## config.mk

```make
export PLATFORM = sky130hd
export DESIGN_NAME = shell_command_line_lexer_core
export DESIGN_NICKNAME = d
export VERILOG_FILES = /design/src/design/scll_pkg.sv /design/src/design/scll_step.sv /design/src/design/scll_fifo.sv /design/src/design/shell_command_line_lexer_core.sv
export VERILOG_INCLUDE_DIRS = /design/src /design/src/design
export SDC_FILE = /design/constraint.sdc
export NUM_CORES = 1
export LEC_CHECK = 0
export BUFFER_PORTS_ARGS = -buffer_cell sky130_fd_sc_hd__buf_4
export CORE_ASPECT_RATIO = 2
export CORE_MARGIN = 1.5
export CORE_UTILIZATION = 50
export DETAILED_ROUTE_END_ITERATION = 8
export PLACE_DENSITY = 0.66
export RECOVER_POWER = 100
export SLEW_MARGIN = 0
export SYNTH_ARGS = -nofsm -noshare
export SYNTH_HDL_FRONTEND = slang
export SYNTH_SLANG_ARGS = --single-unit
```

## constraint.sdc

```tcl
create_clock -name aclk -period 12.8 [get_ports aclk]
set_clock_uncertainty 0.1 [all_clocks]
set_input_delay 0 -clock aclk [delete_from_list [all_inputs] [get_ports aclk]]
set_output_delay 0 -clock aclk [all_outputs]
set_load 0.03 [all_outputs]
```

## src/design/assert_macros.svh

```systemverilog
// assertion macros shared by the lexer rtl files
`ifndef ASSERT_MACROS_SVH
`define ASSERT_MACROS_SVH

// property must hold at every clock edge out of reset
`define ASSERT_AT_CLK(label, prop, msg) \
    label: assert property (@(posedge aclk) disable iff (!aresetn) prop) \
        else $error(msg);

// condition must never be true at a clock edge out of reset
`define ASSERT_NEVER(label, cond, msg) \
    label: assert property (@(posedge aclk) disable iff (!aresetn) !(cond)) \
        else $error(msg);

`endif

```

## src/design/scll_pkg.sv

```systemverilog
// shared types, codes and constants of the command line lexer
package scll_pkg;

    localparam int MAX_RES    = 4;
    localparam int N_W        = $clog2(MAX_RES + 1);
    localparam int IDX_W      = $clog2(MAX_RES);
    localparam int FIFO_DEPTH = 8;
    localparam int PTR_W      = $clog2(FIFO_DEPTH);
    localparam int CNT_W      = $clog2(FIFO_DEPTH + 1);
    localparam int FD_W       = 31;
    localparam int CNT16_W    = 16;

    localparam logic [FD_W-1:0] FD_MAX = 31'h7FFF_FFFF;

    localparam logic [7:0] CH_NUL    = 8'h00;
    localparam logic [7:0] CH_TAB    = 8'h09;
    localparam logic [7:0] CH_NL     = 8'h0A;
    localparam logic [7:0] CH_VT     = 8'h0B;
    localparam logic [7:0] CH_FF     = 8'h0C;
    localparam logic [7:0] CH_CR     = 8'h0D;
    localparam logic [7:0] CH_SPACE  = 8'h20;
    localparam logic [7:0] CH_QUOTE  = 8'h22;
    localparam logic [7:0] CH_ZERO   = 8'h30;
    localparam logic [7:0] CH_NINE   = 8'h39;
    localparam logic [7:0] CH_LT     = 8'h3C;
    localparam logic [7:0] CH_GT     = 8'h3E;
    localparam logic [7:0] CH_UP_A   = 8'h41;
    localparam logic [7:0] CH_UP_F   = 8'h46;
    localparam logic [7:0] CH_BSLASH = 8'h5C;
    localparam logic [7:0] CH_LO_A   = 8'h61;
    localparam logic [7:0] CH_LO_F   = 8'h66;
    localparam logic [7:0] CH_LO_N   = 8'h6E;
    localparam logic [7:0] CH_LO_X   = 8'h78;
    localparam logic [7:0] CH_PIPE   = 8'h7C;

    typedef enum logic [2:0] {
        M_IDLE, M_UNQ, M_QUO, M_ESC, M_HEX, M_LT, M_GT, M_GTGT
    } mode_t;

    typedef enum logic [2:0] {
        EV_TEXT, EV_ARG_END, EV_FILE_END, EV_REDIRECT,
        EV_PROC_END, EV_LINE_END, EV_EMPTY_LINE, EV_ERROR
    } event_t;

    typedef enum logic [2:0] {
        ERR_BAD_HEX, ERR_EOL_QUOTE, ERR_BAD_ESC, ERR_LTLT,
        ERR_GTGTGT, ERR_NO_TARGET, ERR_NO_PROC
    } err_t;

    typedef enum logic [1:0] {
        RK_TRUNC, RK_APPEND, RK_READ
    } kind_t;

    typedef struct packed {
        mode_t              mode;
        logic [3:0]         hex_value;
        logic               hex_seen;
        logic [FD_W-1:0]    fd_accum;
        logic               fd_overflow;
        logic               all_digits;
        logic               redir_pending;
        logic [CNT16_W-1:0] arg_cnt;
        logic [CNT16_W-1:0] redir_cnt;
        logic               has_proc;
        logic               skip;
    } state_t;

    localparam state_t ST_RESET = '{
        mode: M_IDLE, hex_value: 4'd0, hex_seen: 1'b0, fd_accum: '0,
        fd_overflow: 1'b0, all_digits: 1'b1, redir_pending: 1'b0,
        arg_cnt: '0, redir_cnt: '0, has_proc: 1'b0, skip: 1'b0
    };

    typedef struct packed {
        event_t             evt;
        logic [7:0]         text;
        logic               discard;
        kind_t              kind;
        logic [FD_W-1:0]    fd;
        logic [CNT16_W-1:0] arg_cnt;
        logic [CNT16_W-1:0] redir_cnt;
        err_t               err;
        logic               last;
    } res_t;

    typedef res_t [MAX_RES-1:0] res_arr_t;

endpackage

```

## src/design/scll_step.sv

```systemverilog
// lexer step: one byte and the line state in, results and next state out
module scll_step import scll_pkg::*; (
    input  state_t         st,
    input  logic [7:0]     ch,
    output state_t         st_next,
    output res_arr_t       res,
    output logic [N_W-1:0] n_res
);

    typedef struct packed {
        state_t         st;
        res_arr_t       res;
        logic [N_W-1:0] n;
    } ctx_t;

    function automatic logic is_term(input logic [7:0] c);
        return (c == CH_NL) || (c == CH_NUL);
    endfunction

    function automatic logic is_blank(input logic [7:0] c);
        return (c == CH_SPACE) || (c == CH_TAB) || (c == CH_VT) ||
               (c == CH_FF) || (c == CH_CR);
    endfunction

    function automatic logic is_digit(input logic [7:0] c);
        return (c >= CH_ZERO) && (c <= CH_NINE);
    endfunction

    // valid bit above the nibble value
    function automatic logic [4:0] hex_nib(input logic [7:0] c);
        logic [4:0] r;
        r = '0;
        if (is_digit(c)) begin
            r = {1'b1, c[3:0]};
        end else if (((c >= CH_UP_A) && (c <= CH_UP_F)) ||
                     ((c >= CH_LO_A) && (c <= CH_LO_F))) begin
            r = {1'b1, c[3:0] + 4'd9};
        end
        return r;
    endfunction

    function automatic res_t mk(input event_t ev);
        res_t r;
        r = '0;
        r.evt = ev;
        return r;
    endfunction

    function automatic ctx_t emit(input ctx_t xi, input res_t r);
        ctx_t x;
        x = xi;
        if (x.n < N_W'(MAX_RES)) begin
            x.res[x.n[IDX_W-1:0]] = r;
            x.n = x.n + N_W'(1);
        end
        return x;
    endfunction

    function automatic ctx_t emit_text(input ctx_t xi, input logic [7:0] b);
        res_t r;
        r = mk(EV_TEXT);
        r.text = b;
        return emit(xi, r);
    endfunction

    function automatic ctx_t clear_line(input ctx_t xi);
        ctx_t x;
        x = xi;
        x.st.mode          = M_IDLE;
        x.st.hex_value     = '0;
        x.st.hex_seen      = 1'b0;
        x.st.fd_accum      = '0;
        x.st.fd_overflow   = 1'b0;
        x.st.all_digits    = 1'b1;
        x.st.redir_pending = 1'b0;
        x.st.arg_cnt       = '0;
        x.st.redir_cnt     = '0;
        x.st.has_proc      = 1'b0;
        return x;
    endfunction

    function automatic ctx_t fail(input ctx_t xi, input err_t code, input logic [7:0] c);
        ctx_t x;
        res_t r;
        r = mk(EV_ERROR);
        r.err = code;
        x = emit(xi, r);
        x = clear_line(x);
        x.st.skip = !is_term(c);
        return x;
    endfunction

    function automatic ctx_t text_end(input ctx_t xi);
        ctx_t x;
        x = xi;
        x.st.mode        = M_IDLE;
        x.st.fd_accum    = '0;
        x.st.fd_overflow = 1'b0;
        x.st.all_digits  = 1'b1;
        if (x.st.redir_pending) begin
            x = emit(x, mk(EV_FILE_END));
            if (x.st.redir_cnt != '1) x.st.redir_cnt = x.st.redir_cnt + 1'b1;
            x.st.redir_pending = 1'b0;
        end else begin
            x = emit(x, mk(EV_ARG_END));
            if (x.st.arg_cnt != '1) x.st.arg_cnt = x.st.arg_cnt + 1'b1;
        end
        return x;
    endfunction

    function automatic ctx_t close_proc(input ctx_t xi, input logic [7:0] c, input logic eol);
        ctx_t x;
        res_t r;
        x = xi;
        if (x.st.redir_pending) begin
            x = fail(x, ERR_NO_TARGET, c);
        end else if (x.st.arg_cnt == '0) begin
            if (eol && !x.st.has_proc && (x.st.redir_cnt == '0)) begin
                x = emit(x, mk(EV_EMPTY_LINE));
                x = clear_line(x);
            end else begin
                x = fail(x, ERR_NO_PROC, c);
            end
        end else begin
            r = mk(EV_PROC_END);
            r.arg_cnt   = x.st.arg_cnt;
            r.redir_cnt = x.st.redir_cnt;
            x = emit(x, r);
            x.st.arg_cnt   = '0;
            x.st.redir_cnt = '0;
            x.st.has_proc  = 1'b1;
            if (eol) begin
                x = emit(x, mk(EV_LINE_END));
                x = clear_line(x);
            end
        end
        return x;
    endfunction

    function automatic ctx_t idle_char(input ctx_t xi, input logic [7:0] c);
        ctx_t x;
        x = xi;
        x.st.mode = M_IDLE;
        if (is_term(c)) begin
            x = close_proc(x, c, 1'b1);
        end else if (is_blank(c)) begin
            x.st.mode = M_IDLE;
        end else if (c == CH_PIPE) begin
            x = close_proc(x, c, 1'b0);
        end else if (c == CH_QUOTE) begin
            x.st.mode = M_QUO;
        end else if (c == CH_LT) begin
            x.st.mode       = M_LT;
            x.st.fd_accum   = '0;
            x.st.all_digits = 1'b0;
        end else if (c == CH_GT) begin
            x.st.mode       = M_GT;
            x.st.fd_accum   = FD_W'(1);
            x.st.all_digits = 1'b0;
        end else begin
            x.st.mode        = M_UNQ;
            x.st.fd_overflow = 1'b0;
            x.st.all_digits  = is_digit(c);
            x.st.fd_accum    = is_digit(c) ? FD_W'(c[3:0]) : '0;
            x = emit_text(x, c);
        end
        return x;
    endfunction

    function automatic ctx_t redirect(input ctx_t xi, input kind_t kind, input logic [7:0] c);
        ctx_t x;
        res_t r;
        x = xi;
        if (x.st.redir_pending) begin
            x = fail(x, ERR_NO_TARGET, c);
        end else begin
            r = mk(EV_REDIRECT);
            r.discard = x.st.all_digits;
            r.kind    = kind;
            r.fd      = x.st.fd_accum;
            x = emit(x, r);
            x.st.redir_pending = 1'b1;
            x.st.fd_accum      = '0;
            x.st.all_digits    = 1'b1;
            x.st.fd_overflow   = 1'b0;
            x = idle_char(x, c);
        end
        return x;
    endfunction

    function automatic ctx_t unq_char(input ctx_t xi, input logic [7:0] c);
        ctx_t x;
        logic [FD_W+3:0] acc;
        x = xi;
        acc = {x.st.fd_accum, 3'b000} + {2'b00, x.st.fd_accum, 1'b0} + (FD_W+4)'(c[3:0]);
        if ((c == CH_LT) || (c == CH_GT)) begin
            if (x.st.all_digits && !x.st.fd_overflow) begin
                x.st.mode       = (c == CH_LT) ? M_LT : M_GT;
                x.st.all_digits = 1'b1;
            end else begin
                x = text_end(x);
                x = idle_char(x, c);
            end
        end else if (is_term(c) || is_blank(c) || (c == CH_PIPE)) begin
            x = text_end(x);
            x = idle_char(x, c);
        end else begin
            x = emit_text(x, c);
            if (!is_digit(c)) begin
                x.st.all_digits = 1'b0;
            end else if (x.st.all_digits && !x.st.fd_overflow) begin
                if (acc > (FD_W+4)'(FD_MAX)) x.st.fd_overflow = 1'b1;
                else x.st.fd_accum = acc[FD_W-1:0];
            end
        end
        return x;
    endfunction

    ctx_t       x;
    logic [4:0] nib;

    always_comb begin
        x     = '0;
        x.st  = st;
        nib   = hex_nib(ch);
        if (st.skip) begin
            if (is_term(ch)) x.st.skip = 1'b0;
        end else begin
            unique case (st.mode)
                M_UNQ: begin
                    x = unq_char(x, ch);
                end
                M_QUO: begin
                    if (ch == CH_QUOTE) x = text_end(x);
                    else if (is_term(ch)) x = fail(x, ERR_EOL_QUOTE, ch);
                    else if (ch == CH_BSLASH) x.st.mode = M_ESC;
                    else x = emit_text(x, ch);
                end
                M_ESC: begin
                    if (ch == CH_LO_N) begin
                        x = emit_text(x, CH_NL);
                        x.st.mode = M_QUO;
                    end else if (ch == CH_BSLASH) begin
                        x = emit_text(x, CH_BSLASH);
                        x.st.mode = M_QUO;
                    end else if (ch == CH_LO_X) begin
                        x.st.hex_value = '0;
                        x.st.hex_seen  = 1'b0;
                        x.st.mode      = M_HEX;
                    end else begin
                        x = fail(x, ERR_BAD_ESC, ch);
                    end
                end
                M_HEX: begin
                    if (!nib[4]) begin
                        x = fail(x, ERR_BAD_HEX, ch);
                    end else if (!st.hex_seen) begin
                        x.st.hex_value = nib[3:0];
                        x.st.hex_seen  = 1'b1;
                    end else begin
                        x = emit_text(x, {st.hex_value, nib[3:0]});
                        x.st.hex_value = '0;
                        x.st.hex_seen  = 1'b0;
                        x.st.mode      = M_QUO;
                    end
                end
                M_LT: begin
                    if (ch == CH_LT) x = fail(x, ERR_LTLT, ch);
                    else x = redirect(x, RK_READ, ch);
                end
                M_GT: begin
                    if (ch == CH_GT) x.st.mode = M_GTGT;
                    else x = redirect(x, RK_TRUNC, ch);
                end
                M_GTGT: begin
                    if (ch == CH_GT) x = fail(x, ERR_GTGTGT, ch);
                    else x = redirect(x, RK_APPEND, ch);
                end
                default: begin
                    x = idle_char(x, ch);
                end
            endcase
        end
        for (int i = 0; i < MAX_RES; i++) begin
            x.res[i].last = (N_W'(i + 1) == x.n);
        end
    end

    assign st_next = x.st;
    assign res     = x.res;
    assign n_res   = x.n;

endmodule

```

## src/design/scll_fifo.sv

```systemverilog
// result queue: takes up to four results per cycle, hands out one per cycle while pop is high
`include "assert_macros.svh"
module scll_fifo import scll_pkg::*; (
    input  logic             aclk,
    input  logic             aresetn,
    input  logic [N_W-1:0]   push_n,
    input  res_arr_t         push_data,
    input  logic             pop,
    output res_t             head,
    output logic             head_valid,
    output logic [CNT_W-1:0] count
);

    res_t             mem_reg [FIFO_DEPTH];
    logic [PTR_W-1:0] wr_ptr_reg, wr_ptr_next;
    logic [PTR_W-1:0] rd_ptr_reg, rd_ptr_next;
    logic [CNT_W-1:0] count_reg, count_next;
    logic             pop_ok;

    assign pop_ok      = pop && (count_reg != '0);
    assign wr_ptr_next = wr_ptr_reg + PTR_W'(push_n);
    assign rd_ptr_next = rd_ptr_reg + PTR_W'(pop_ok);
    assign count_next  = count_reg + CNT_W'(push_n) - CNT_W'(pop_ok);

    always_ff @(posedge aclk) begin
        if (!aresetn) begin
            wr_ptr_reg <= '0;
            rd_ptr_reg <= '0;
            count_reg  <= '0;
        end else begin
            wr_ptr_reg <= wr_ptr_next;
            rd_ptr_reg <= rd_ptr_next;
            count_reg  <= count_next;
        end
    end

    always_ff @(posedge aclk) begin
        for (int i = 0; i < MAX_RES; i++) begin
            if (N_W'(i) < push_n) mem_reg[wr_ptr_reg + PTR_W'(i)] <= push_data[i];
        end
    end

    assign head       = mem_reg[rd_ptr_reg];
    assign head_valid = (count_reg != '0);
    assign count      = count_reg;

    `ASSERT_NEVER(a_fifo_overflow, (32'(count_reg) + 32'(push_n)) > 32'(FIFO_DEPTH), "queue overflow")
    `ASSERT_AT_CLK(a_fifo_ptrs, PTR_W'(count_reg) == PTR_W'(wr_ptr_reg - rd_ptr_reg), "pointer mismatch")
    `ASSERT_NEVER(a_fifo_count, count_reg > CNT_W'(FIFO_DEPTH), "count beyond depth")

endmodule

```

## src/design/shell_command_line_lexer_core.sv

```systemverilog
// top level of the shell command line lexer: input register, lexer step, result queue
// an accepted byte is held in the input register, then its results are queued for m_
// throughput: one byte per cycle while m_tready is high and bytes give at most one result
// a byte with k results puts k entries on m_, one per transfer; the 8-entry result queue
// stops input when it could not take four more results
// reset: aresetn synchronous active low, clears lexer state and empties the queue
`include "assert_macros.svh"
module shell_command_line_lexer_core import scll_pkg::*; (
    input  logic        aclk,
    input  logic        aresetn,
    input  logic        s_tvalid,
    output logic        s_tready,
    input  logic [7:0]  s_tdata,   // [7:0] ch
    output logic        m_tvalid,
    input  logic        m_tready,
    output logic [79:0] m_tdata,   // [7:0] text_byte, [8] discard_text, [10:9] redirect_kind,
                                   // [41:11] target_fd, [57:42] arg_count,
                                   // [73:58] redirect_count, [76:74] error_code
    output logic [2:0]  m_tuser,   // [2:0] event_res
    output logic        m_tlast
);

    localparam int SUM_W = CNT_W + 1;

    logic             in_valid_reg, in_valid_next;
    logic [7:0]       in_ch_reg;
    state_t           st_reg, st_next;
    res_arr_t         step_res;
    logic [N_W-1:0]   step_n;
    logic [N_W-1:0]   push_n;
    res_t             head;
    logic [CNT_W-1:0] q_count;

    assign push_n        = in_valid_reg ? step_n : '0;
    assign s_tready      = (SUM_W'(q_count) + SUM_W'(push_n)) <= SUM_W'(FIFO_DEPTH - MAX_RES);
    assign in_valid_next = s_tvalid && s_tready;

    always_ff @(posedge aclk) begin
        if (!aresetn) begin
            in_valid_reg <= 1'b0;
            st_reg       <= ST_RESET;
        end else begin
            in_valid_reg <= in_valid_next;
            if (in_valid_reg) st_reg <= st_next;
        end
    end

    always_ff @(posedge aclk) begin
        if (in_valid_next) in_ch_reg <= s_tdata;
    end

    scll_step u_step (
        .st      (st_reg),
        .ch      (in_ch_reg),
        .st_next (st_next),
        .res     (step_res),
        .n_res   (step_n)
    );

    scll_fifo u_fifo (
        .aclk       (aclk),
        .aresetn    (aresetn),
        .push_n     (push_n),
        .push_data  (step_res),
        .pop        (m_tready),
        .head       (head),
        .head_valid (m_tvalid),
        .count      (q_count)
    );

    assign m_tdata = {3'b000, head.err, head.redir_cnt, head.arg_cnt, head.fd,
                      head.kind, head.discard, head.text};
    assign m_tuser = head.evt;
    assign m_tlast = head.last;

    `ASSERT_AT_CLK(a_skip_silent, (in_valid_reg && st_reg.skip) |-> (step_n == '0), "output while skipping")
    `ASSERT_AT_CLK(a_skip_needs_err, (in_valid_reg && !st_reg.skip && st_next.skip) |-> (step_n != '0), "skip without error")
    `ASSERT_AT_CLK(a_idle_hold, !in_valid_reg |=> (st_reg == $past(st_reg)), "state moved without item")

endmodule
```

==> results.py <==
metrics = {
    "run_status": {
        "outcome": "finished with violations",
        "violations": "capacitance limit, slew limit",
    },
    "placement": {
        "hpwl_um": 94900,
        "gp_congestion": 1.01,
        "io_buffers": 94,
        "pre_cts_slack_ps": 6280,
    },
    "worst_setup_path": {
        "slowest_stage": "clkbuf_1",
        "worst-path-max-fanout": 63,
        "cp-end-kind": "flip-flop",
        "start_kind": "flip-flop",
        "path_cells": "inv_1, ha_1, mux2i_1, or4_1, buf_4, o31ai_1, nand3_1, nor4b_4, clkbuf_1, nor2_1, a41oi_1, mux2i_1",
        "path_class": "reg -> reg",
        "crit_top_cell": "mux2i_1",
        "required_ps": 13090,
        "cp_slowest_stage_delay_ps": 2960,
        "worstPathArrival_ps": 9890,
    },
    "synth": {
        "yosys_warnings": 0,
        "synth_top_cell_area_share": 0.465,
        "ys_ff_latch": 743,
        "synth_area_leaders": "edfxtp_1, mux4_2, dfxtp_1",
        "syn_area_per_cell_um2": 11.1,
        "yosysUniqueCellTypes": 102,
        "synth-edff-count": 656,
        "synthesis.area_mm2": 0.0424,
        "yosysTopAreaCell": "edfxtp_1",
        "synth_seq_area_share": 0.506,
        "synth_top_flop_cell": "edfxtp_1",
        "async_flop_share": 0,
        "synth_cells": 3806,
    },
    "cells_and_area": {
        "largest_reg_flops": 648,
        "nFillCells": 7269,
        "layout.nets": 3804,
        "drive_gt1_frac": 0.137,
        "syn_to_final_growth_pct": 7.77,
        "fin_util": 0.546,
    },
    "clocking": {
        "clkSinkCount": 743,
        "cts-htree-levels": 3,
        "insertion_delay_ps": 670,
        "root_buffer": "clkbuf_16",
        "cts.clk_slew.worst_paths_ps": 70,
        "cts_made_buffers": 67,
        "cts_setup_buffers": 0,
        "cts_tree": "built",
        "cts.path.max_buffers": 3,
    },
    "sta": {
        "worst_pin_slew_ps": 4410,
        "hold_violations": 0,
        "setup-tns-final_ps": 0,
        "finalCritPeriodShare": 0.751,
        "fin_crit_ps": 9610,
        "rsz0062_at_grt": "no",
        "slew_headroom": -1.94,
        "finalWorstSetupSlack_ps": 3190,
        "finalSetupViolations": 0,
        "clock.fmax_ghz": 0.104,
        "slew_violations": 1333,
    },
    "global_routing": {
        "grt_max_degree": 245,
        "antenna_found_initial": 4,
        "track_usage": 0.336,
        "grt_pass1_vias": 32930,
        "grt_pass1_wl_um": 214000,
        "grt_overflow": 0,
    },
    "floorplan": {
        "core.rowCount": 150,
        "die_width_um": 209,
        "io_pins": 98,
        "start_util": 0.506,
        "fp.coreArea_mm2": 0.0837,
        "die_height_um": 415,
        "die-area_mm2": 0.0866,
    },
    "routing": {
        "wire_per_inst_um": 30.5,
        "antenna_left": 0,
        "drc": 0,
        "drtIter0Drc": 3562,
        "drt-met1-wl_um": 48600,
        "dr_wl_met2_um": 75000,
        "vias_per_cell": 6.90,
        "dr.pass1.iters": 8,
        "top_layer": "met5",
        "finalWirelength_um": 147000,
        "dr_wl_met3_um": 10800,
        "vias": 33295,
    },
    "pwr": {
        "irDropWorstVdd_v": 0.000109,
        "p_int_w": 0.00462,
        "p_comb_frac": 0.280,
        "switchingPower_w": 0.00226,
        "seq_power_share": 0.419,
        "leakage_nw": 15.4,
        "power_density_mw_per_mm2": 151,
        "p_clk_frac": 0.301,
        "power_w": 0.00687,
        "swShare": 0.328,
    },
    "worst_hold_path": {
        "min_path_type": "in -> reg",
    },
    "run": {
        "maxCapViolCount": 36,
    },
}
[repair_timing]
action / CTS / global route
endpoints found under the hold margin: 28 / 0
gates resized for setup: 0 / 0
hold buffers: 20 / 0
[logic make-up (layout without fill, tap and decap cells)]
family | after synthesis | after routing | share of synthesized area
flops | 743 | 743 | 0.506
compound gates | 841 | 841 | 0.133
mux | 348 | 348 | 0.133
other cells | 1 | 6 | 0.0000885
fa+ha+maj | 88 | 88 | 0.0269
xor+xnor | 41 | 41 | 0.00847
simple gates | 1317 | 1317 | 0.151
buf+inv | 427 | 377 | 0.0419
[final cells by class]
cell class / count / area [um^2] / share of cell area
flip-flops and latches: 743 / 21400 / 0.470
multi-input cells: 2638 / 19200 / 0.420
clock buffers: 82 / 1800 / 0.0395
repair buffers: 207 / 1360 / 0.0298
well taps: 1064 / 1330 / 0.0292
clock inverters: 41 / 382 / 0.00836
inverters: 47 / 176 / 0.00386
diodes: 3 / 7.51 / 0.000164
[Yosys cell counts, types with 94 or more instances]
master and number:
o21ai_0 280, edfxtp_1 656, a41oi_1 122, nand4_1 144, nor3_1 101, nand2_1 335
mux2_2 94, a21oi_1 138, nand3_1 135, clkbuf_1 224, nor2_1 388, buf_2 108
mux4_2 162
[power groups by stage]
stage / clock network (W) / registers [W] / logic [W]
floorplan: 0 / 0.00288 / 0.00135
global placement: 0 / 0.00292 / 0.00196
detailed placement: 0 / 0.00292 / 0.00197
CTS: 0.00209 / 0.00287 / 0.00198
global route: 0.00216 / 0.00289 / 0.00204
finish: 0.00207 / 0.00288 / 0.00193
[stage by stage]
stage / instances / area [um^2] / hold WS, ps
global placement: 4678 / 43700 / 79.8
global route: 4823 / 45700 / 130
detailed placement: 4679 / 43700 / 83.8
floorplan: 3808 / 42400 / -1.13
finish: 4825 / 45700 / 132
CTS: 4822 / 46100 / 97.9
[cell usage in the layout (no fill, tap or decap), drive strengths merged, types with 95 or more instances in the layout]
cell / n
a21oi: 139
a41oi: 122
buf: 107
clkbuf: 162
edfxtp: 656
mux2: 95
mux4: 162
nand2: 336
nand3: 138
nand4: 147
nor2: 388
nor3: 104
o21ai: 304
[final timing paths]
check | start | to | slack (ps) | cells past startpoint
hold / removal | aresetn | st_reg[35] | 130 | 3
hold reg to reg | st_reg[70] | st_reg[70] | 370 | 1
setup reg to reg | in_ch_reg[1] | u_fifo.mem_reg[6][7] | 3190 | 12
setup / recovery | in_ch_reg[1] | u_fifo.mem_reg[6][7] | 3190 | 12
[routing by layer]
metal  vias to the layer above  GRT usage
met2                      1743      0.592
met5                         -          0
met4                         4      0.253
li1                      14493          -
met3                       577     0.0575
met1                     16478      0.358
[worst max-delay path, delay by kind of cell (launching register included)]
| family | cells | cell delay (ps) |
|---|---|---|
| and+or+nand+nor | 4 | 3580 |
| buffers and inverters | 3 | 3360 |
| AOI/OAI and AO/OA | 2 | 940 |
| DFF | 1 | 590 |
| adders and majority gates | 1 | 390 |
| muxes | 2 | 290 |
Power figures use the tool's default switching activity.
